**config.mk**
```make
export PLATFORM = sky130hd
export DESIGN_NAME = dmlo_cfg_flat
export DESIGN_NICKNAME = d
export VERILOG_FILES = /design/src/hdl/dmlo_pkg.sv /design/src/hdl/dmlo_if.sv /design/src/hdl/dmlo_cfg.sv /design/src/flat_wrapper.sv
export SDC_FILE = /design/constraint.sdc
export NUM_CORES = 1
export LEC_CHECK = 0
export ABC_AREA = 1
export BUFFER_PORTS_ARGS = -buffer_cell sky130_fd_sc_hd__buf_2
export CORE_MARGIN = 10
export CORE_UTILIZATION = 50
export DETAILED_ROUTE_END_ITERATION = 10
export GPL_TIMING_DRIVEN = 0
export HOLD_SLACK_MARGIN = 0.12
export PLACE_DENSITY = 0.72
export SYNTH_ARGS = -nofsm -noshare
export SYNTH_HDL_FRONTEND = slang
export SYNTH_SLANG_ARGS = --single-unit
```
**constraint.sdc**
```tcl
create_clock -name clk -period 8.2 [get_ports clk]
set_input_delay 1.64 -clock clk [delete_from_list [all_inputs] [get_ports clk]]
set_output_delay 1.64 -clock clk [all_outputs]
set_load 0.1 [all_outputs]
```
**src/hdl/dmlo_pkg.sv**
```systemverilog
`timescale 1ns / 1ps
// shared constants, codes and control structures of the density matrix operator block
package dmlo_pkg;

    localparam int MAX_DIM     = 64;
    localparam int MAX_SITES   = 6;
    localparam int MAX_OP_DIM  = 9;
    localparam int MAX_TARGETS = 3;
    localparam int FRAC_BITS   = 29;

    localparam int DATA_W     = 32;
    localparam int IDX_W      = $clog2(MAX_DIM);
    localparam int MAT_AW     = 2 * IDX_W;
    localparam int MAT_DEPTH  = MAX_DIM * MAX_DIM;
    localparam int OPM_DEPTH  = MAX_OP_DIM * MAX_OP_DIM;
    localparam int OPM_AW     = $clog2(OPM_DEPTH);
    localparam int LANE_W     = $clog2(MAX_OP_DIM + 1);
    localparam int PROD_W     = 2 * DATA_W;
    localparam int TERM_W     = PROD_W + 1 - FRAC_BITS;
    localparam int ACC_W      = TERM_W + 5;
    localparam int CFG_IDX_W  = 3;
    localparam int CFG_DATA_W = 9;

    typedef enum logic [1:0] {
        OP_WR_MAT = 2'd0,
        OP_WR_OP  = 2'd1,
        OP_APPLY  = 2'd2,
        OP_RD_MAT = 2'd3
    } op_t;

    typedef enum logic [1:0] {
        ST_OK     = 2'd0,
        ST_RANGE  = 2'd1,
        ST_BADCFG = 2'd2,
        ST_SAT    = 2'd3
    } status_t;

    typedef enum logic [CFG_IDX_W-1:0] {
        CFG_QMASK  = 3'd0,
        CFG_SITES  = 3'd1,
        CFG_TLIST  = 3'd2,
        CFG_TCOUNT = 3'd3,
        CFG_CMASK  = 3'd4,
        CFG_SIDE   = 3'd5
    } cfg_idx_t;

    typedef enum logic [3:0] {
        S_IDLE,
        S_RD_WAIT,
        S_SCAN,
        S_LOAD,
        S_LOAD_LAST,
        S_MAC,
        S_MAC_END,
        S_SAT,
        S_WRITE,
        S_FIN
    } state_t;

    typedef struct packed {
        logic                                 side;
        logic                                 dim_ok;
        logic                                 apply_ok;
        logic [IDX_W:0]                       dim;
        logic [LANE_W-1:0]                    m;
        logic [MAX_SITES-1:0]                 tmask;
        logic [MAX_SITES-1:0]                 cmask;
        logic [MAX_SITES-1:0]                 qmask;
        logic [2:0]                           site_count;
        logic [MAX_OP_DIM-1:0][IDX_W-1:0]     off;
    } cfg_t;

    typedef struct packed {
        logic                 mat_rd;
        logic                 mat_wr;
        logic                 mat_wsel;
        logic [MAT_AW-1:0]    mat_addr;
        logic                 opm_rd;
        logic                 opm_wr;
        logic [OPM_AW-1:0]    opm_addr;
        logic                 vr_load;
        logic [LANE_W-1:0]    vr_lane;
        logic                 mul_en;
        logic [1:0]           mul_k;
        logic [LANE_W-1:0]    mul_lane;
        logic                 acc_clr;
        logic                 sat_en;
        logic [LANE_W-1:0]    rr_lane;
        logic                 flag_clr;
        logic                 out_load;
        logic                 out_rd;
        status_t              out_status;
    } cmd_t;

    typedef struct packed {
        logic sat_flag;
        logic slot_free;
    } dp_stat_t;

endpackage

```
**src/hdl/dmlo_if.sv**
```systemverilog


interface dmlo_cfg_if import dmlo_pkg::*; ();
    logic                  valid;
    logic                  ready;
    logic [CFG_IDX_W-1:0]  index;
    logic [CFG_DATA_W-1:0] data;

    modport source (output valid, index, data, input ready);
    modport sink   (input valid, index, data, output ready);
endinterface

```
**src/hdl/dmlo_cfg.sv**
```systemverilog
`timescale 1ns / 1ps
// configuration registers and derived geometry and checks
module dmlo_cfg import dmlo_pkg::*; (
    input  logic       clk,
    input  logic       rst_n,
    dmlo_cfg_if.sink   cfg,
    output cfg_t       cfg_info
);

    localparam int DIM_W = 10;

    logic [MAX_SITES-1:0] qmask_reg;
    logic [2:0]           sites_reg;
    logic [8:0]           tlist_reg;
    logic [1:0]           tcount_reg;
    logic [MAX_SITES-1:0] cmask_reg;
    logic                 side_reg;

    function automatic logic [3:0] div3(input logic [3:0] v);
        logic [8:0] p;
        p = 9'(v) * 9'd11;
        return p[8:5];
    endfunction

    assign cfg.ready = 1'b1;

    always_ff @(posedge clk or negedge rst_n)
    begin
        if (!rst_n)
        begin
            qmask_reg  <= '0;
            sites_reg  <= 3'd1;
            tlist_reg  <= '0;
            tcount_reg <= 2'd1;
            cmask_reg  <= '0;
            side_reg   <= 1'b0;
        end
        else if (cfg.valid && cfg.ready)
        begin
            unique case (cfg_idx_t'(cfg.index))
                CFG_QMASK:  qmask_reg  <= cfg.data[MAX_SITES-1:0];
                CFG_SITES:  sites_reg  <= cfg.data[2:0];
                CFG_TLIST:  tlist_reg  <= cfg.data[8:0];
                CFG_TCOUNT: tcount_reg <= cfg.data[1:0];
                CFG_CMASK:  cmask_reg  <= cfg.data[MAX_SITES-1:0];
                CFG_SIDE:   side_reg   <= cfg.data[0];
                default:    ;
            endcase
        end
    end

    always_comb
    begin
        logic [DIM_W-1:0]         d;
        logic [7:0][DIM_W-1:0]    stride;
        logic [7:0]               qm8;
        logic [7:0]               tm8;
        logic [4:0]               m;
        logic                     bad;
        logic [2:0]               t;
        logic [3:0]               r;
        logic [3:0]               q;
        logic [3:0]               dig;
        logic [DIM_W-1:0]         o;

        q      = '0;
        dig    = '0;
        t      = '0;
        qm8    = {2'b00, qmask_reg};
        stride = '0;
        d      = DIM_W'(1);
        for (int s = 0; s < MAX_SITES; s++)
        begin
            stride[s] = d;
            if (s < sites_reg)
                d = qmask_reg[s] ? DIM_W'(d + (d << 1)) : DIM_W'(d << 1);
        end

        tm8 = '0;
        m   = 5'd1;
        bad = (tcount_reg == 2'd0) || (tcount_reg > 2'(MAX_TARGETS));
        for (int j = 0; j < MAX_TARGETS; j++)
        begin
            t = tlist_reg[3*j +: 3];
            if (j < tcount_reg)
            begin
                if (t >= sites_reg || tm8[t])
                    bad = 1'b1;
                tm8[t] = 1'b1;
                m = qm8[t] ? 5'(m * 5'd3) : 5'(m << 1);
            end
        end

        cfg_info.off = '0;
        for (int l = 0; l < MAX_OP_DIM; l++)
        begin
            r = 4'(l);
            o = '0;
            for (int j = 0; j < MAX_TARGETS; j++)
            begin
                t = tlist_reg[3*j +: 3];
                if (j < tcount_reg)
                begin
                    if (qm8[t])
                    begin
                        q   = div3(r);
                        dig = 4'(r - 4'(q + (q << 1)));
                    end
                    else
                    begin
                        q   = r >> 1;
                        dig = {3'b000, r[0]};
                    end
                    if (dig == 4'd1)
                        o = DIM_W'(o + stride[t]);
                    else if (dig == 4'd2)
                        o = DIM_W'(o + (stride[t] << 1));
                    r = q;
                end
            end
            cfg_info.off[l] = o[IDX_W-1:0];
        end

        cfg_info.side       = side_reg;
        cfg_info.dim_ok     = (sites_reg != 3'd0) && (sites_reg <= 3'(MAX_SITES))
                              && (d <= DIM_W'(MAX_DIM));
        cfg_info.apply_ok   = cfg_info.dim_ok && !bad && (m <= 5'(MAX_OP_DIM))
                              && ((cmask_reg >> sites_reg) == '0);
        cfg_info.dim        = d[IDX_W:0];
        cfg_info.m          = m[LANE_W-1:0];
        cfg_info.tmask      = tm8[MAX_SITES-1:0];
        cfg_info.cmask      = cmask_reg;
        cfg_info.qmask      = qmask_reg;
        cfg_info.site_count = sites_reg;
    end

endmodule

```
**src/flat_wrapper.sv**
```systemverilog
// flat-port wrapper written by rule: the top's interface ports become plain ports
module dmlo_cfg_flat import dmlo_pkg::*;
  (clk, rst_n, cfg_info, cfg_valid, cfg_index, cfg_data, cfg_ready);
  dmlo_cfg_if cfg_i ();
  input  logic clk;
  input  logic rst_n;
  output cfg_t cfg_info;
  input wire logic [$bits(cfg_i.valid)-1:0] cfg_valid;
  input wire logic [$bits(cfg_i.index)-1:0] cfg_index;
  input wire logic [$bits(cfg_i.data)-1:0] cfg_data;
  output wire logic [$bits(cfg_i.ready)-1:0] cfg_ready;
  assign cfg_i.valid = cfg_valid;
  assign cfg_i.index = cfg_index;
  assign cfg_i.data = cfg_data;
  assign cfg_ready = cfg_i.ready;
  dmlo_cfg u_core (.clk(clk), .rst_n(rst_n), .cfg(cfg_i), .cfg_info(cfg_info));
endmodule
```
---- Yosys cells after proc, flatten, opt, wreduce, memory -nomap -nowiden ----
Memories as Yosys holds them, arrays and structs flattened.
Index checks and enable logic that the tools add are counted.
cells by class
  add/subtract/negate cells ............... 67
  multiply operators ...................... 17
  $lt $le $gt $ge ......................... 22
  equal/unequal tests ..................... 53
  shift-type cells ........................ 1
  muxes and demuxes ....................... 193
  bitwise gates (word level) .............. 2
  reduce and logical (&&, ||, !) cells .... 23
operators with widths
  operator               number
  $mux W6                76
  $mux W4                54
  $add A6 B6 Y6          30
  $mul A4 B4 Y8 const B  14
  $mux W10               11
  $eq A4 B1 Y1 const B   24
  $eq A4 B2 Y1 const B   24
  $bmux W10 S3           3
  $add A3 B4 Y4          15
  $sub A4 B4 Y4          14
  $add A10 B10 Y10       5
  $mux W3                9
  $mux W5                5
  $mux W1                21
  $mux W8                2
  $bmux W1 S3            5
  $lt A3 B4 Y1 const B   3
  $reduce_and A2 Y1      6
  $le A10 B7 Y1 const B  1
  $mul A5 B2 Y5 const B  2
  $demux W1 S3           3
  $ge A3 B1 Y1 const B   3
  $ge A3 B3 Y1           3
  $logic_and A1 B1 Y1    8
  other kinds (25)       37
word-level totals
  register bits ........................... 27
  memory bits (read-only) ................. 8
  input bits .............................. 15
  word-level logic and storage cells ...... 385
  memories kept ........................... 1
memories
  name              depth  bits a word  rd ports  clocked after memory_dff  write ports  line            RTL
  (name not given)  8      1            1         0                         0            dmlo_cfg.sv:87  if (t >= sites_reg || tm8[t])

---- Depth between registers and ports, before layout ----
  depth in word-level cells ............... 27
  gate-level depth with buffers ........... 52

---- Worst setup path after synthesis ----
Ideal clock, no wire load.
  path kind ............................... register -> output
  from .................................... reg u_core.qmask_reg[1]
  to ...................................... out cfg_info[53] (netlist bit)
  arrival time ............................ 8.507 ns
  required time ........................... 6.560 ns
  setup slack ............................. -1.947 ns
  stages on the path, launching flop included .. 38
  buffers on the path ..................... 0
  cells stage by stage .................... dfrtp_1 nand2_1 inv_1 nand2_4 nand3_2 inv_1 ha_1 or2_2 nand2_1 nand2_1 nand2_2 inv_1 ha_1 fa_1 or2_2 nand3_4 inv_1 fa_1 [... 2 more ...] nand2_2 o21ai_1 ha_1 nand2_1 nor2_1 a211oi_1 xor2_1 o21ai_0 inv_1 a21oi_2 ha_1 a21oi_1 o21ai_0 xor2_1 nand2_1 o21ai_1 nand2_1 xor2_1
RTL lines
  item                    line               RTL
  from (decl)             dmlo_cfg.sv:12     logic [MAX_SITES-1:0] qmask_reg;
  from (signal assigned)  dmlo_cfg.sv:41     CFG_QMASK: qmask_reg <= cfg.data[MAX_SITES-1:0];
  to (decl)               flat_wrapper.sv:7  output cfg_t cfg_info;

==> reports/summary.log <==
qor: outcome.run_status complete, but fails checks
qor: outcome.violations setup timing
qor: clock_network.cts.root.buffer_cell sky130_fd_sc_hd__clkbuf_16
qor: clock_network.htreeDepth 1
qor: layout.sequential_cell_area 697 um2
qor: layout.area.growth.synth_to_final 35.6%
qor: synthesis.syn-mean-instance-area 6.02 um2
qor: worst_setup_path.worst_path_largest_cell_delay 0.55 ns
qor: timing.worst_slack -0.767 ns
qor: synthesis.synth-edff-count 0
qor: global_routing.first_global_vias 11000
qor: worst_setup_path.timing.setup.critical_path_class flop to output pin
qor: die.die_w 160 um
qor: synthesis.post_synth_main_area_contributors sky130_fd_sc_hd__ha_1 (17%), sky130_fd_sc_hd__nand2_1 (14%), sky130_fd_sc_hd__inv_1 (9.8%)
qor: worst_setup_path.crit_fanout 5
qor: power_and_ir_drop.power.density_cell_area 395 mW/mm2
qor: routing.drt_wl_total 39600 um
qor: global_routing.grt.total_usage 0.278
qor: die.rows 51
qor: die.die_height 160 um
qor: synthesis.synth.top_cell.area_share 0.168
qor: synthesis.synth_seq_area_share 0.0691
qor: synthesis.synth-seq-cells 27
qor: worst_setup_path.critical_path.startpoint_type flop
qor: clock_network.ctsHoldBuffers 0
qor: global_routing.grt_pass1_wl 59100 um
qor: die.i_o_pin_count 105
qor: timing.timing.max_slew.rel_slack 0.0146
qor: hold_path.hp-class flop to flop
qor: global_routing.grt_max_degree 28
qor: synthesis.yosys_warnings 0
qor: timing.achievable-frequency 0.112 GHz
qor: worst_setup_path.crit_path_frequent_cell sky130_fd_sc_hd__nand2_4
qor: worst_setup_path.worst_ep_arrival_time 7.33 ns
qor: layout.layout_commonest_cell sky130_fd_sc_hd__nand2_1
qor: timing.rsz_0062_raised_after_global_routing yes
qor: worst_setup_path.timing.critical_path.to_type output pin
qor: layout.largest_register_ffs 9
qor: die.start_util 0.506
qor: clock_network.tritoncts_clock_tree yes
qor: worst_setup_path.worstPathRequired 6.56 ns
qor: synthesis.synth_cells 1631
qor: layout.multi_input_area 0.00913 mm2
qor: timing.worstMarginPinSlew 1.48 ns
qor: worst_setup_path.worst_path_cell_with_the_longest_stage_delay sky130_fd_sc_hd__dfrtp_4
qor: layout.postLayoutCoreUtil 0.686
qor: clock_network.clk_slew_on_worst_s_h_paths 0.07 ns
qor: power_and_ir_drop.power.static_leakage 6.82 nW
qor: routing.detailedRoute.firstPassIterationCount 5
qor: synthesis.synthesis.area 0.00981 mm2
qor: die.core_region_area 0.0194 mm2
qor: global_routing.antenna_found_initial 0
qor: die.die_area 0.0256 mm2
qor: placed_design.finalWeightedCongestion 0.999
qor: synthesis.asyncSetResetFlopFracSynth 1.00
qor: clock_network.clock-sinks 27
qor: layout.nNetsFinal 2017
qor: global_routing.grt_remaining_overflow 0
qor: routing.antenna_violating_nets_post_route 0
qor: layout.filler_cell_count 1693
qor: timing.finClkSkew 0 ns
qor: placed_design.portBuffers 97
qor: routing.initialDrtViolationCount 1097
qor: layout.layout-drive-gt1-share 0.297
qor: timing.finalHoldViolations 0
qor: layout.antenna-diode-count 0
qor: power_and_ir_drop.worst_ir_drop_vdd 0.248 mV
qor: placed_design.hpwlAfterDp 29100 um
qor: clock_network.cts_inserted_buffers 3
qor: routing.detail_route.wl_per_cell 18.8 um
qor: routing.route.detailed.vias_per_inst 5.77
qor: synthesis.synth_ff_type sky130_fd_sc_hd__dfrtp_1
qor: clock_network.clk-insertion-delay-late 0.26 ns
qor: synthesis.yosys.cell_types.count 61
qor: layout.layout_common_cells sky130_fd_sc_hd__nand2_1 (333), sky130_fd_sc_hd__inv_1 (224), sky130_fd_sc_hd__nor2_1 (144)
qor: timing.timing.final.crit_share 1.09
qor: timing.finalCriticalPeriod 8.97 ns
qor: placed_design.dpl_ws -1.58 ns
qor: timing.drv_slew 0
qor: timing.report.final.setup_viol 15
qor: routing.drc 0
qor: routing.vias_after_detailed_routing 12200
qor: job.number_of_max_cap_violations 0
qor: synthesis.synth.largest_area_cell sky130_fd_sc_hd__ha_1
qor: clock_network.clk_path_buf_depth 2
==> cells in the mapped netlist, types with 9 or more instances <==
library cell / instances
sky130_fd_sc_hd__a21oi_1: 101
sky130_fd_sc_hd__a31oi_1: 19
sky130_fd_sc_hd__buf_4: 11
sky130_fd_sc_hd__clkbuf_1: 16
sky130_fd_sc_hd__dfrtp_1: 25
sky130_fd_sc_hd__fa_1: 23
sky130_fd_sc_hd__ha_1: 132
sky130_fd_sc_hd__inv_1: 257
sky130_fd_sc_hd__inv_2: 30
sky130_fd_sc_hd__nand2_1: 366
sky130_fd_sc_hd__nand2_2: 31
sky130_fd_sc_hd__nand3_1: 98
sky130_fd_sc_hd__nand4_1: 12
sky130_fd_sc_hd__nor2_1: 152
sky130_fd_sc_hd__nor2_2: 10
sky130_fd_sc_hd__nor3_1: 9
sky130_fd_sc_hd__o211ai_1: 9
sky130_fd_sc_hd__o21ai_0: 117
sky130_fd_sc_hd__o21ai_1: 18
sky130_fd_sc_hd__o21bai_1: 11
sky130_fd_sc_hd__o22ai_1: 13
sky130_fd_sc_hd__or2_2: 9
sky130_fd_sc_hd__xnor2_1: 17
sky130_fd_sc_hd__xor2_1: 34
==> worst max-delay path, delay by kind of cell (launching register included) <==
kind            cells  cell delay, ns
simple gates       26            2.78
fa+ha+maj           6            1.76
compound gates      6            1.00
buf+inv            10            0.78
flops               1            0.55
xor+xnor            1            0.14
==> final timing paths <==
kind	cells after the start	from	slack (ns)	end
min in group asynchronous	1	rst_n	1.38	u_core.cmask_reg[2]
setup / recovery	49	u_core.sites_reg[2]	-0.77	cfg_info[35]
setup reg to reg	5	u_core.tcount_reg[1]	6.29	u_core.tcount_reg[1]
max in group asynchronous	1	rst_n	6.35	u_core.qmask_reg[0]
hold / removal	2	u_core.cmask_reg[3]	0.53	u_core.cmask_reg[3]
hold reg to reg	2	u_core.cmask_reg[3]	0.53	u_core.cmask_reg[3]
==> area by class of cell <==
class | instances | share of cell area
clock buffers | 3 | 0.00564
plain buffers | 36 | 0.0145
clock inverters | 1 | 0.000658
repair buffers | 208 | 0.130
inverters | 290 | 0.0860
well taps | 265 | 0.0249
multi-input cells | 1281 | 0.686
flip-flops and latches | 27 | 0.0524
==> where the power goes <==
part           total, mW  leakage, nW  internal, mW  switching [mW]
Sequential         0.203        0.324         0.162          0.0401
Clock              0.118       0.0415        0.0676          0.0507
Combinational       4.93         6.46          1.61            3.32
Total               5.25         6.82          1.84            3.41
==> what timing repair did <==
| item | CTS | global route |
|---|---|---|
| resized for setup | 180 | 117 |
| cloned | 0 | 0 |
| pin swaps | 87 | 69 |
| buffers inserted | 75 | 37 |
| setup endpoints to repair | 32 | 25 |
==> cell families after synthesis <==
kind of cell    count (synthesis)  synth area share
other cells                     2          0.000765
buf+inv                       328             0.133
compound gates                348             0.209
mux                             1           0.00102
xor+xnor                       51            0.0455
flops                          27            0.0691
fa+ha+maj                     155             0.215
simple gates                  719             0.327
==> through the flow <==
step	hold slack, ns	setup TNS, ns	std cells	instance area (um2)	total power, mW
global placement	0.492	-40.29	1998	11100	4.05
finish	0.526	-5.35	2111	13300	5.25
floorplan	0.516	-1.42	1636	10300	3.31
CTS	0.529	-2.38	2075	12500	4.77
global route	0.559	-10.28	2111	13300	5.57
detailed placement	0.499	-21.90	1998	11100	4.10
==> metal layers <==
metal,up-vias,global-route usage,wire length [um]
met4,0,0.0639,1200
met3,95,0.0545,3960
met2,655,0.431,17300
li1,5763,-,-
met5,-,0,0
met1,5673,0.387,17200
Note: power is estimated with default switching activity, not from simulation.
