==> src/hdl/dmlo_pkg.sv <==
`timescale 1ns / 1ps
// shared constants, codes and control structures of the density matrix operator block
package dmlo_pkg;

    localparam int MAX_DIM     = 64;
    localparam int MAX_SITES   = 6;
    localparam int MAX_OP_DIM  = 9;
    localparam int MAX_TARGETS = 3;
    localparam int FRAC_BITS   = 29;

    localparam int DATA_W     = 32;
    localparam int IDX_W      = $clog2(MAX_DIM);
    localparam int MAT_AW     = 2 * IDX_W;
    localparam int MAT_DEPTH  = MAX_DIM * MAX_DIM;
    localparam int OPM_DEPTH  = MAX_OP_DIM * MAX_OP_DIM;
    localparam int OPM_AW     = $clog2(OPM_DEPTH);
    localparam int LANE_W     = $clog2(MAX_OP_DIM + 1);
    localparam int PROD_W     = 2 * DATA_W;
    localparam int TERM_W     = PROD_W + 1 - FRAC_BITS;
    localparam int ACC_W      = TERM_W + 5;
    localparam int CFG_IDX_W  = 3;
    localparam int CFG_DATA_W = 9;

    typedef enum logic [1:0] {
        OP_WR_MAT = 2'd0,
        OP_WR_OP  = 2'd1,
        OP_APPLY  = 2'd2,
        OP_RD_MAT = 2'd3
    } op_t;

    typedef enum logic [1:0] {
        ST_OK     = 2'd0,
        ST_RANGE  = 2'd1,
        ST_BADCFG = 2'd2,
        ST_SAT    = 2'd3
    } status_t;

    typedef enum logic [CFG_IDX_W-1:0] {
        CFG_QMASK  = 3'd0,
        CFG_SITES  = 3'd1,
        CFG_TLIST  = 3'd2,
        CFG_TCOUNT = 3'd3,
        CFG_CMASK  = 3'd4,
        CFG_SIDE   = 3'd5
    } cfg_idx_t;

    typedef enum logic [3:0] {
        S_IDLE,
        S_RD_WAIT,
        S_SCAN,
        S_LOAD,
        S_LOAD_LAST,
        S_MAC,
        S_MAC_END,
        S_SAT,
        S_WRITE,
        S_FIN
    } state_t;

    typedef struct packed {
        logic                                 side;
        logic                                 dim_ok;
        logic                                 apply_ok;
        logic [IDX_W:0]                       dim;
        logic [LANE_W-1:0]                    m;
        logic [MAX_SITES-1:0]                 tmask;
        logic [MAX_SITES-1:0]                 cmask;
        logic [MAX_SITES-1:0]                 qmask;
        logic [2:0]                           site_count;
        logic [MAX_OP_DIM-1:0][IDX_W-1:0]     off;
    } cfg_t;

    typedef struct packed {
        logic                 mat_rd;
        logic                 mat_wr;
        logic                 mat_wsel;
        logic [MAT_AW-1:0]    mat_addr;
        logic                 opm_rd;
        logic                 opm_wr;
        logic [OPM_AW-1:0]    opm_addr;
        logic                 vr_load;
        logic [LANE_W-1:0]    vr_lane;
        logic                 mul_en;
        logic [1:0]           mul_k;
        logic [LANE_W-1:0]    mul_lane;
        logic                 acc_clr;
        logic                 sat_en;
        logic [LANE_W-1:0]    rr_lane;
        logic                 flag_clr;
        logic                 out_load;
        logic                 out_rd;
        status_t              out_status;
    } cmd_t;

    typedef struct packed {
        logic sat_flag;
        logic slot_free;
    } dp_stat_t;

endpackage

==> src/hdl/dmlo_if.sv <==
`timescale 1ns / 1ps
// request, response and configuration channel interfaces
interface dmlo_req_if import dmlo_pkg::*; ();
    logic                     valid;
    logic                     ready;
    logic [1:0]               op;
    logic [IDX_W-1:0]         row_index;
    logic [IDX_W-1:0]         col_index;
    logic signed [DATA_W-1:0] value_real;
    logic signed [DATA_W-1:0] value_imag;

    modport source (output valid, op, row_index, col_index, value_real, value_imag,
                    input ready);
    modport sink   (input valid, op, row_index, col_index, value_real, value_imag,
                    output ready);
endinterface


==> src/hdl/dmlo_ctrl.sv <==
`timescale 1ns / 1ps
// controller state machine with group, line, lane and phase counters
module dmlo_ctrl import dmlo_pkg::*; (
    input  logic       clk,
    input  logic       rst_n,
    dmlo_req_if.sink   req,
    input  cfg_t       ci,
    input  dp_stat_t   st,
    output cmd_t       cmd
);

    localparam logic [2:0] PH_LAST = 3'd4;

    state_t                     state_reg, state_next;
    logic [MAX_SITES-1:0][1:0]  dig_reg, dig_next, dig_inc;
    logic [IDX_W-1:0]           i_reg, i_next;
    logic [IDX_W-1:0]           line_reg, line_next;
    logic [LANE_W-1:0]          l_reg, l_next;
    logic [LANE_W-1:0]          a_reg, a_next;
    logic [2:0]                 ph_reg, ph_next;

    op_t              op;
    logic             accept;
    logic             mat_idx_ok;
    logic             opm_idx_ok;
    logic [IDX_W-1:0] pos;
    logic [MAT_AW-1:0] apply_addr;
    logic             take;
    logic             i_last;
    logic             line_last;
    logic             l_last;
    logic             carry;

    assign op         = op_t'(req.op);
    assign req.ready  = (state_reg == S_IDLE) && st.slot_free;
    assign accept     = req.valid && req.ready;
    assign mat_idx_ok = ({1'b0, req.row_index} < ci.dim) && ({1'b0, req.col_index} < ci.dim);
    assign opm_idx_ok = (req.row_index < IDX_W'(MAX_OP_DIM))
                        && (req.col_index < IDX_W'(MAX_OP_DIM));
    assign pos        = IDX_W'(i_reg + ci.off[l_reg]);
    assign apply_addr = ci.side ? {line_reg, pos} : {pos, line_reg};
    assign i_last     = (i_reg == IDX_W'(ci.dim - 1'b1));
    assign line_last  = (line_reg == IDX_W'(ci.dim - 1'b1));
    assign l_last     = (l_reg == LANE_W'(ci.m - 1'b1));

    // group base test and mixed-radix increment
    always_comb
    begin
        take    = 1'b1;
        carry   = 1'b1;
        dig_inc = dig_reg;
        for (int s = 0; s < MAX_SITES; s++)
        begin
            if (s < ci.site_count)
            begin
                if (ci.tmask[s] && dig_reg[s] != 2'd0)
                    take = 1'b0;
                if (ci.cmask[s] && dig_reg[s] != 2'd1)
                    take = 1'b0;
                if (carry)
                begin
                    if (dig_reg[s] == (ci.qmask[s] ? 2'd2 : 2'd1))
                        dig_inc[s] = 2'd0;
                    else
                    begin
                        dig_inc[s] = dig_reg[s] + 2'd1;
                        carry      = 1'b0;
                    end
                end
            end
        end
    end

    always_ff @(posedge clk or negedge rst_n)
    begin
        if (!rst_n)
        begin
            state_reg <= S_IDLE;
            dig_reg   <= '0;
            i_reg     <= '0;
            line_reg  <= '0;
            l_reg     <= '0;
            a_reg     <= '0;
            ph_reg    <= '0;
        end
        else
        begin
            state_reg <= state_next;
            dig_reg   <= dig_next;
            i_reg     <= i_next;
            line_reg  <= line_next;
            l_reg     <= l_next;
            a_reg     <= a_next;
            ph_reg    <= ph_next;
        end
    end

    always_comb
    begin
        state_next = state_reg;
        dig_next   = dig_reg;
        i_next     = i_reg;
        line_next  = line_reg;
        l_next     = l_reg;
        a_next     = a_reg;
        ph_next    = ph_reg;

        cmd          = '0;
        cmd.mat_addr = apply_addr;
        cmd.opm_addr = OPM_AW'(a_reg * MAX_OP_DIM + l_reg);
        cmd.vr_lane  = LANE_W'(l_reg - 1'b1);
        cmd.mul_lane = l_reg;
        cmd.mul_k    = 2'(ph_reg - 3'd1);
        cmd.rr_lane  = (state_reg == S_SAT) ? a_reg : l_reg;

        unique case (state_reg)
            S_IDLE:
            begin
                cmd.mat_addr = {req.row_index, req.col_index};
                cmd.opm_addr = OPM_AW'(req.row_index * MAX_OP_DIM + req.col_index);
                if (accept)
                begin
                    unique case (op)
                        OP_WR_OP:
                        begin
                            cmd.out_load = 1'b1;
                            if (opm_idx_ok)
                                cmd.opm_wr = 1'b1;
                            else
                                cmd.out_status = ST_RANGE;
                        end
                        OP_WR_MAT:
                        begin
                            cmd.out_load = 1'b1;
                            if (!ci.dim_ok)
                                cmd.out_status = ST_BADCFG;
                            else if (!mat_idx_ok)
                                cmd.out_status = ST_RANGE;
                            else
                            begin
                                cmd.mat_wr   = 1'b1;
                                cmd.mat_wsel = 1'b1;
                            end
                        end
                        OP_RD_MAT:
                        begin
                            if (!ci.dim_ok)
                            begin
                                cmd.out_load   = 1'b1;
                                cmd.out_status = ST_BADCFG;
                            end
                            else if (!mat_idx_ok)
                            begin
                                cmd.out_load   = 1'b1;
                                cmd.out_status = ST_RANGE;
                            end
                            else
                            begin
                                cmd.mat_rd = 1'b1;
                                state_next = S_RD_WAIT;
                            end
                        end
                        OP_APPLY:
                        begin
                            if (!ci.apply_ok)
                            begin
                                cmd.out_load   = 1'b1;
                                cmd.out_status = ST_BADCFG;
                            end
                            else
                            begin
                                cmd.flag_clr = 1'b1;
                                dig_next     = '0;
                                i_next       = '0;
                                state_next   = S_SCAN;
                            end
                        end
                        default: ;
                    endcase
                end
            end
            S_RD_WAIT:
            begin
                if (st.slot_free)
                begin
                    cmd.out_load = 1'b1;
                    cmd.out_rd   = 1'b1;
                    state_next   = S_IDLE;
                end
            end
            S_SCAN:
            begin
                if (take)
                begin
                    line_next  = '0;
                    l_next     = '0;
                    state_next = S_LOAD;
                end
                else if (i_last)
                    state_next = S_FIN;
                else
                begin
                    i_next   = IDX_W'(i_reg + 1'b1);
                    dig_next = dig_inc;
                end
            end
            S_LOAD:
            begin
                cmd.mat_rd  = 1'b1;
                cmd.vr_load = (l_reg != '0);
                if (l_last)
                    state_next = S_LOAD_LAST;
                else
                    l_next = LANE_W'(l_reg + 1'b1);
            end
            S_LOAD_LAST:
            begin
                cmd.vr_load = 1'b1;
                cmd.vr_lane = l_reg;
                cmd.acc_clr = 1'b1;
                a_next      = '0;
                l_next      = '0;
                ph_next     = '0;
                state_next  = S_MAC;
            end
            S_MAC:
            begin
                if (ph_reg == 3'd0)
                begin
                    cmd.opm_rd = 1'b1;
                    ph_next    = 3'd1;
                end
                else
                begin
                    cmd.mul_en = 1'b1;
                    if (ph_reg == PH_LAST)
                    begin
                        ph_next = '0;
                        if (l_last)
                            state_next = S_MAC_END;
                        else
                            l_next = LANE_W'(l_reg + 1'b1);
                    end
                    else
                        ph_next = 3'(ph_reg + 3'd1);
                end
            end
            S_MAC_END:
            begin
                state_next = S_SAT;
            end
            S_SAT:
            begin
                cmd.sat_en  = 1'b1;
                cmd.acc_clr = 1'b1;
                l_next      = '0;
                ph_next     = '0;
                if (a_reg == LANE_W'(ci.m - 1'b1))
                    state_next = S_WRITE;
                else
                begin
                    a_next     = LANE_W'(a_reg + 1'b1);
                    state_next = S_MAC;
                end
            end
            S_WRITE:
            begin
                cmd.mat_wr = 1'b1;
                if (l_last)
                begin
                    l_next = '0;
                    if (!line_last)
                    begin
                        line_next  = IDX_W'(line_reg + 1'b1);
                        state_next = S_LOAD;
                    end
                    else if (i_last)
                        state_next = S_FIN;
                    else
                    begin
                        i_next     = IDX_W'(i_reg + 1'b1);
                        dig_next   = dig_inc;
                        state_next = S_SCAN;
                    end
                end
                else
                    l_next = LANE_W'(l_reg + 1'b1);
            end
            S_FIN:
            begin
                if (st.slot_free)
                begin
                    cmd.out_load   = 1'b1;
                    cmd.out_status = st.sat_flag ? ST_SAT : ST_OK;
                    state_next     = S_IDLE;
                end
            end
            default:
            begin
                state_next = S_IDLE;
            end
        endcase
    end

    a_lane_range: assert property (@(posedge clk) disable iff (!rst_n)
        (state_reg == S_MAC) |-> ((l_reg < ci.m) && (a_reg < ci.m)))
        else $error("operator lane counter beyond operator size");

    a_mat_port: assert property (@(posedge clk) disable iff (!rst_n)
        !(cmd.mat_rd && cmd.mat_wr))
        else $error("matrix store read and written in one cycle");

    a_wr_pos: assert property (@(posedge clk) disable iff (!rst_n)
        (state_reg == S_WRITE) |-> ({1'b0, pos} < ci.dim))
        else $error("apply write position beyond matrix dimension");

endmodule

==> src/flat_wrapper.sv <==
// flat-port wrapper written by rule: the top's interface ports become plain ports
module dmlo_ctrl_flat import dmlo_pkg::*;
  (clk, rst_n, ci, st, cmd, req_valid, req_op, req_row_index, req_col_index, req_value_real, req_value_imag, req_ready);
  dmlo_req_if req_i ();
  input  logic clk;
  input  logic rst_n;
  input  cfg_t ci;
  input  dp_stat_t st;
  output cmd_t cmd;
  input wire logic [$bits(req_i.valid)-1:0] req_valid;
  input wire logic [$bits(req_i.op)-1:0] req_op;
  input wire logic [$bits(req_i.row_index)-1:0] req_row_index;
  input wire logic [$bits(req_i.col_index)-1:0] req_col_index;
  input wire logic [$bits(req_i.value_real)-1:0] req_value_real;
  input wire logic [$bits(req_i.value_imag)-1:0] req_value_imag;
  output wire logic [$bits(req_i.ready)-1:0] req_ready;
  assign req_i.valid = req_valid;
  assign req_i.op = req_op;
  assign req_i.row_index = req_row_index;
  assign req_i.col_index = req_col_index;
  assign req_i.value_real = req_value_real;
  assign req_i.value_imag = req_value_imag;
  assign req_ready = req_i.ready;
  dmlo_ctrl u_core (.clk(clk), .rst_n(rst_n), .req(req_i), .ci(ci), .st(st), .cmd(cmd));
endmodule
==> config.mk <==
export PLATFORM = sky130hd
export DESIGN_NAME = dmlo_ctrl_flat
export DESIGN_NICKNAME = d
export VERILOG_FILES = /design/src/hdl/dmlo_pkg.sv /design/src/hdl/dmlo_if.sv /design/src/hdl/dmlo_ctrl.sv /design/src/flat_wrapper.sv
export SDC_FILE = /design/constraint.sdc
export NUM_CORES = 1
export LEC_CHECK = 0
export CORE_ASPECT_RATIO = 1.1
export CORE_UTILIZATION = 46
export CTS_CLUSTER_SIZE = 14
export DETAILED_ROUTE_END_ITERATION = 10
export DONT_BUFFER_PORTS = 1
export GPL_ROUTABILITY_DRIVEN = 0
export HOLD_SLACK_MARGIN = 0.03
export MAX_ROUTING_LAYER = met4
export PLACE_DENSITY = 0.67
export RECOVER_POWER = 100
export SLEW_MARGIN = 5
export SYNTH_ARGS = -nofsm -noshare
export SYNTH_HDL_FRONTEND = slang
export SYNTH_SLANG_ARGS = --single-unit
==> constraint.sdc <==
create_clock -name clk -period 4.4 [get_ports clk]
set_input_delay 0.66 -clock clk [delete_from_list [all_inputs] [get_ports clk]]
set_output_delay 0.66 -clock clk [all_outputs]
set_load 0.005 [all_outputs]
# ---- Yosys cells after proc, flatten, opt, wreduce, memory -nomap -nowiden
# Index checks and enable logic that the tools add are counted.
# Widths: inputs -> output; s select.
dict set report word_totals {
  ff_bits 39
  latchBits 0
  ram_bits 0
  romBits 0
  inputBits 172
  out_inout_bits 48
  elab_cells 281
  memories 0
}
dict set report op_classes {
  addsub 18
  mul 2
  n_div 0
  n_lt_le_gt_ge 11
  eq_ne 48
  n_shift 0
  muxes 150
  n_bitwise 0
  reduce_logical 40
}
# operator n
set op_table {}
lappend op_table {{$mux 12} 8}
lappend op_table {{$mux 4} 23}
lappend op_table {{$mux 2} 33}
lappend op_table {{$mux 6} 11}
lappend op_table {{$mux 1} 54}
lappend op_table {{$pmux 12 s3} 1}
lappend op_table {{$pmux 4 s9} 1}
lappend op_table {{$ne 2x1->1 const B} 14}
lappend op_table {{$bmux 6 s4} 1}
lappend op_table {{$pmux 4 s5} 1}
lappend op_table {{$pmux 6 s3} 1}
lappend op_table {{$reduce_bool 2->1} 9}
lappend op_table {{$eq 4x3->1 const B} 4}
lappend op_table {{$logic_and 1x1->1} 16}
lappend op_table {{$pmux 4 s2} 2}
lappend op_table {{$lt 6x7->1} 2}
lappend op_table {{$mux 13} 1}
lappend op_table {{$add 2x1->2 const B} 6}
lappend op_table {{$add 6x1->6 const B} 2}
lappend op_table {{$eq 2x2->1} 6}
lappend op_table {{$eq 6x6->1} 2}
lappend op_table {{$lt 6x4->1 const B} 2}
lappend op_table {{$ne 2x2->1 const B} 6}
lappend op_table {{$pmux 6 s2} 1}
lappend op_table {{42 further kinds} 62}

# ---- Longest topological paths before layout
# Gate-level depths: netlist of the first run.
dict set report depth {
  word_depth 22
  ltp_mapped 16
  depth_no_buf 14
}

# ---- Worst setup path after synthesis of the first run
# Ideal clock, no wire load.
dict set report synth_path {
  kind {flip-flop to output port}
  start {reg u_core.l_reg[0]}
  end {out cmd[37] in the netlist's numbering}
  t_arrival_ns 3.482
  t_required_ns 3.740
  path_slack_ns 0.258
  stages_incl_launch_ff 13
  path_buffers 2
  cell_sequence {dfrtp_1 buf_2 buf_1 mux4_2 mux2i_1 o21ai_0 ha_1 a21oi_1 or4b_2 o2111ai_1 xnor2_1 nor2_1 a221o_1}
}
# item line_no
set synth_lines {}
lappend synth_lines {{start, declared} dmlo_ctrl.sv:18} ;# logic [LANE_W-1:0] l_reg, l_next;
lappend synth_lines {{start signal, assigned} dmlo_ctrl.sv:92} ;# l_reg <= l_next;
lappend synth_lines {{end, declared} flat_wrapper.sv:9} ;# output cmd_t cmd;

==> results of run 1 <==
## routing by layer
layer  track usage [%]  wire (um)
met4              7.98        344
met2              43.2       7000
met5                 -          0
met1              29.8       6040
met3              5.05        969
## Yosys cell counts, types with 3 or more instances
cell type	number
clkbuf_1	18
nor4_4	3
inv_1	63
nand2b_1	19
o21bai_1	3
o31ai_1	8
a221o_1	3
buf_2	7
and3_1	7
ha_1	64
nand4_1	6
nand3_1	18
fa_1	5
or3_1	9
a21oi_1	38
nor3_1	13
nand2_1	88
mux2_2	5
dfrtp_1	39
a31oi_1	6
and2_1	5
nor3b_1	4
nor4_1	3
nor2_1	46
a211oi_1	3
mux4_2	12
xnor2_1	25
xor2_1	16
nor2b_1	6
mux2i_1	22
o21ai_0	55
a211o_1	5
a21o_1	5
## cell type report
cell class	count	share of cell area, %
clock buffers	5	2.21
clock inverters	3	0.774
inverters	63	4.18
multi-input cells	541	70.7
flip-flops and latches	39	17.3
well taps	147	3.25
repair buffers	12	1.59
## power by group through the flow
stage | clock network [uW] | registers [uW] | logic (uW)
after floorplan | 0 | 525 | 1370
after global routing | 446 | 622 | 1890
final | 422 | 609 | 1690
after global placement | 0 | 610 | 1600
after detailed placement | 0 | 616 | 1650
after CTS | 431 | 610 | 1660
## cells by family after synthesis
group                    after synthesis  share of synthesized area (%)
multiplexers                          40                           10.5
adder cells (fa/ha/maj)               69                           16.9
flip-flops                            39                           18.3
AO/OA/AOI/OAI                        150                           17.6
buffers and inverters                 91                           6.60
XOR/XNOR                              43                           7.58
AND/OR/NAND/NOR                      239                           22.5
## timing repair
item                       CTS  global route
hold buffers                 0             0
resized for setup            1             0
setup buffers                0             4
setup endpoints to repair    2             2
hold endpoints to repair     0             0
gates cloned                 0             0
## per-stage QoR
step | setup WS [ns] | util (%) | cell area (um2)
after floorplan | 0.258 | - | 5330
after global placement | 0.337 | 49.1 | 5460
after detailed placement | 0.259 | 49.1 | 5460
after CTS | 0.0677 | 50.7 | 5630
after global routing | -0.00546 | 50.9 | 5660
final | 0.178 | 50.9 | 5660
## cell usage in the layout (no fill, tap or decap), types with 6 or more instances in the layout
master    instances
a21oi_1          38
a31oi_1           6
and3_1            7
buf_4            12
dfrtp_1          38
ha_1             64
inv_1            63
mux2i_1          22
mux4_2           12
nand2_1          88
nand2b_1         19
nand3_1          18
nand4_1           6
nor2_1           46
nor2b_1           6
nor3_1           13
o21ai_0          55
o31ai_1           8
or3_1             9
xnor2_1          25
xor2_1           16
## worst paths after layout
kind                                        to  cells past startpoint  slack (ns)                 from
max                                    cmd[37]                     11        0.18      u_core.l_reg[0]
min                        u_core.state_reg[0]                      0        0.06                rst_n
max reg2reg                  u_core.dig_reg[5]                      8        0.91  u_core.state_reg[2]
min reg2reg                   u_core.ph_reg[1]                      2        0.52     u_core.ph_reg[1]
max in group asynchronous      u_core.l_reg[0]                      0        4.24                rst_n
min in group clk              u_core.ph_reg[1]                      2        0.52     u_core.ph_reg[1]
==> summary.md, run 1 <==
| Metric | Value |
|---|---|
| Number of global-route vias before repair | `4,842` |
| Crit-path leading delay family | `multiplexers` |
| Slew HR | `37.2%` |
| Io pins | `220` |
| Clock buffer depth | `2` |
| Die X | `105 um` |
| Die ar. | `12,000 um2` |
| Final nets | `903` |
| DR vias | `4,820` |
| Minimum hold slack | `0.0623 ns` |
| Final HPWL DP | `11,800 um` |
| Mapped Cells | `671` |
| Site Rows | `40` |
| Final setup skew | `0.00557 ns` |
| Sw frac | `49.2%` |
| Slew @ Worst Pin | `0.942 ns` |
| Cell Count Post-Placement | `798` |
| Area Growth Syn to Fin | `6.17%` |
| CP peak stage delay | `0.63 ns` |
| CTS tree | `yes` |
| DR iter-0 viols | `284` |
| Startpoint types | `flip-flop` |
| Register area share after synthesis | `18.3%` |
| Area contributors post-synth | `dfrtp_1 18%, ha_1 15%, nand2_1 6.2%` |
| Vias per inst | `5.95` |
| Ys async rst share | `100%` |
| Multi-input gate area | `4000 um2` |
| First-pass GRT wire length | `23,400 um` |
| Critical Path Slowest Stage Cell | `or4b_2` |
| Max Fclk | `237 MHz` |
| Number of inserted diodes | `0` |
| Num CTS Buffers | `5` |
| Die Span Y | `115 um` |
| Total Routing Usage GR | `25.2%` |
| Drt first pass iters | `4` |
| Minimum clock period | `4.22 ns` |
| Sw power | `1340 uW` |
| Worst Path Max Fanout | `8` |
| Share of layout cells above drive strength 1 | `7.54%` |
| IO buf count | `0` |
| Final setup violation count | `0` |
| Clock Pin Slew Worst Setup and Hold Paths | `0.06 ns` |
| Worst-skew pair later-pin latency | `0.29 ns` |
| Register Area | `977 um2` |
| Max reg flops | `12` |
| Wirelength per Cell | `17.7 um` |
| Initial antenna violation count | `0` |
| Fin. max-slew vios | `0` |
| Syn Nets | `912` |
| Remaining DRCs | `0` |
| Pin count of the biggest net entering global routing | `40` |
| Seq cells post-synth | `39` |
| Hold Path Class | `primary input to asynchronous set/reset pin` |
| Post-DRT Antenna Nets | `0` |
| Yosys top cell area share | `18.3%` |
| Setup CP Type | `flip-flop to output pin` |
| Htree depth | `2` |
| Comb pwr share | `62.1%` |
| Data required time at the worst endpoint | `3.74 ns` |
| Status | `finished clean` |
| Clock net sink count | `39` |
| Yosys top cell by area | `dfrtp_1` |
| Number of synthesized flops with an enable pin | `0` |
| Overall Power | `2720 uW` |
| Core ar. | `11,100 um2` |
| Final Hold Fails | `0` |
| Initial Util | `48.0%` |
| Leak | `0.00249 uW` |
| Peak VDD IR | `0.321 mV` |
| Final period util | `96.0%` |
| Worst path arrival time | `3.56 ns` |
| Total Wirelength | `14,400 um` |
| Clock share of power | `15.5%` |
| Setup TNS | `0 ns` |
| Synth Flop Type | `dfrtp_1` |
| Int Power | `1380 uW` |
| Yosys warning count | `0` |
| Clk root buf | `clkbuf_16` |
| Buffers and inverters on the worst path | `2` |
| Power per cell area | `481 nW/um2` |
| Worst Setup End Kind | `output pin` |
| Fin cells | `810` |
| Mapped cell area | `5330 um2` |
| Mean post-synth cell area | `7.94 um2` |
| FILL cells | `1,069` |
| Worst-path cell chain | `buf_4 > mux4_2 > mux2i_1 > o21ai_0 > ha_1 > inv_1 > or4b_2 > o2111ai_1 > xnor2_1 > nor2_1 > a221o_1` |
| Reg power frac | `22.4%` |
| Post-synthesis cell type count | `65` |
| Max cap viols | `0` |
| Grt total ovfl | `0` |
No activity file was read; power rests on OpenSTA's default activity.
==> run 2: changes to the inputs <==
Settings changed: ABC_AREA from default to 1.
==> summary.md, run 2 <==
| Metric | Value |
|---|---|
| Status | `finished clean` |
| Data required time at the worst endpoint | `3.74 ns` |
| Worst-skew pair later-pin latency | `0.28 ns` |
| Wirelength per Cell | `15.0 um` |
| Slew @ Worst Pin | `1.21 ns` |
| Worst Path Max Fanout | `20` |
| Clock Pin Slew Worst Setup and Hold Paths | `0.06 ns` |
| Drt first pass iters | `5` |
| Number of global-route vias before repair | `5,009` |
| Grt total ovfl | `0` |
| Final nets | `1,110` |
| Hold Path Class | `primary input to asynchronous set/reset pin` |
| Count leader, synth | `nand2_1` |
| Max cap viols | `0` |
| Fin cells | `1,020` |
| Yosys top cell area share | `17.5%` |
| Initial Util | `47.9%` |
| Overall Power | `2420 uW` |
| Num CTS Buffers | `5` |
| Final setup skew | `0.00292 ns` |
| Share of layout cells above drive strength 1 | `3.68%` |
| Power per cell area | `423 nW/um2` |
| Final Hold Fails | `0` |
| Number of inserted diodes | `0` |
| Ys async rst share | `100%` |
| Final HPWL DP | `12,500 um` |
| CTS resizes | `0` |
| IO buf count | `0` |
| Die X | `107 um` |
| Mapped Cells | `880` |
| Cell Count Post-Placement | `1,012` |
| Minimum clock period | `3.94 ns` |
| Post-DRT Antenna Nets | `0` |
| Max Fclk | `254 MHz` |
| Post-synthesis cell type count | `46` |
| Pin count of the biggest net entering global routing | `40` |
| Htree depth | `2` |
| Clock buffer depth | `2` |
| DR vias | `5,573` |
| Yosys warning count | `0` |
| Slew HR | `18.8%` |
| Vias per inst | `5.46` |
| Clock net sink count | `39` |
| Leak | `0.00300 uW` |
| Die ar. | `12,600 um2` |
| Clk root buf | `clkbuf_16` |
| Post-synth top cells | `236 x nand2_1, 114 x inv_1, 92 x nor2_1, 78 x nand3_1, 72 x o21ai_0` |
| Number of synthesized flops with an enable pin | `0` |
| Worst Setup End Kind | `output pin` |
| Startpoint types | `flip-flop` |
| Commonest non-fill, non-tap cell in the layout | `nand2_1` |
| Worst path arrival time | `3.28 ns` |
| Fin util | `49.2%` |
| Area Growth Syn to Fin | `2.69%` |
| DR iter-0 viols | `355` |
| Core ar. | `11,600 um2` |
| Hold Buf Count CTS | `0` |
| Syn Nets | `1,121` |
| Register area share after synthesis | `17.5%` |
| Die Span Y | `117 um` |
| Mean post-synth cell area | `6.33 um2` |
| Io pins | `220` |
| Total Routing Usage GR | `25.0%` |
| Setup CP Type | `flip-flop to output pin` |
| Commonest cells after routing, fill and taps aside | `238 x nand2_1, 115 x inv_1, 97 x nor2_1` |
| CTS tree | `yes` |
| Remaining DRCs | `0` |
| Seq cells post-synth | `39` |
| Setup TNS | `0 ns` |
| Mapped cell area | `5570 um2` |
| Initial antenna violation count | `0` |
| Final setup violation count | `0` |
| Yosys top cell by area | `dfrtp_1` |
| Area contributors post-synth | `dfrtp_1 18%, nand2_1 16%, ha_1 14%` |
| Peak VDD IR | `0.232 mV` |
| First-pass GRT wire length | `24,900 um` |
| Max reg flops | `12` |
| Final period util | `89.5%` |
| Post-CTS Setup Inserts | `0` |
| Fin. max-slew vios | `0` |
| Site Rows | `41` |
| Total Wirelength | `15,300 um` |
| RSZ-0062 raised after global routing | `no` |
| Synth Flop Type | `dfrtp_1` |
| Minimum hold slack | `0.0712 ns` |
==> run 2: cell types whose count changed in the layout (fill, tap and decap cells not counted), sizes merged, moves of 9 or more <==
| cell | change |
|---|---|
| buf | -9 |
| inv | +54 |
| mux2i | -22 |
| mux4 | -12 |
| nand2 | +152 |
| nand2b | -19 |
| nand3 | +66 |
| nor2 | +53 |
| o21ai | +27 |
| o22ai | +13 |
| or3 | -9 |
| xnor2 | -20 |
==> run 2: layout make-up <==
type | instances | area, um2
Multi-Input combinational cell | 702 | 3960
Clock buffer | 7 | 133
Tap cell | 150 | 188
Clock inverter | 1 | 5.00
Timing Repair Buffer | 3 | 22.5
Sequential cell | 39 | 976
Fill cell | 1281 | 5920
Inverter | 118 | 443
==> run 2: routing by layer <==
layer,up-vias,global-route usage [%],wire length [um]
met3,12,4.54,1200
met4,0,3.85,146
met5,-,-,0
met2,163,40.2,7090
li1,2860,-,-
met1,2538,33.4,6880
==> run 2: logic make-up after synthesis <==
| kind of cell | synth area share (%) |
|---|---|
| compound gates | 14.8 |
| xor+xnor | 5.05 |
| fa+ha+maj | 16.2 |
| buf+inv | 9.83 |
| flops | 17.5 |
| simple gates | 36.7 |
==> run 2: power by group <==
part	internal (uW)	switching [uW]
Clock	210	139
Combinational	491	1060
Sequential	429	88.9
==> run 2: final timing paths <==
kind | from | to | slack [ns] | depth (start not counted)
min in group clk | u_core.dig_reg[1] | u_core.dig_reg[1] | 0.51 | 2
max reg2reg | u_core.state_reg[0] | u_core.line_reg[2] | 0.56 | 9
min reg2reg | u_core.dig_reg[1] | u_core.dig_reg[1] | 0.51 | 2
min | rst_n | u_core.i_reg[0] | 0.07 | 0
max in group asynchronous | rst_n | u_core.state_reg[2] | 4.24 | 0
max | u_core.l_reg[1] | cmd[42] | 0.46 | 13
==> run 2: critical path, stage by stage, from the launching register on <==
cell	delay (ns)
dfrtp_1	0.36
buf_4	0.20
inv_1	0.35
nand3_1	0.16
nor2_1	0.34
nand2_1	0.09
nand3_1	0.12
ha_1	0.17
inv_1	0.05
fa_1	0.40
o21ai_0	0.22
xor2_1	0.24
nand2_1	0.08
a22oi_1	0.21
==> run 2: through the flow <==
| stage | worst slack, ns | cell area (um2) |
|---|---|---|
| 6_report | 0.462 | 5720 |
| 5_1_grt | 0.174 | 5720 |
| 4_1_cts | 0.508 | 5820 |
| 3_5_place_dp | 0.816 | 5680 |
| 3_3_place_gp | 0.821 | 5680 |
| 2_1_floorplan | 0.992 | 5570 |
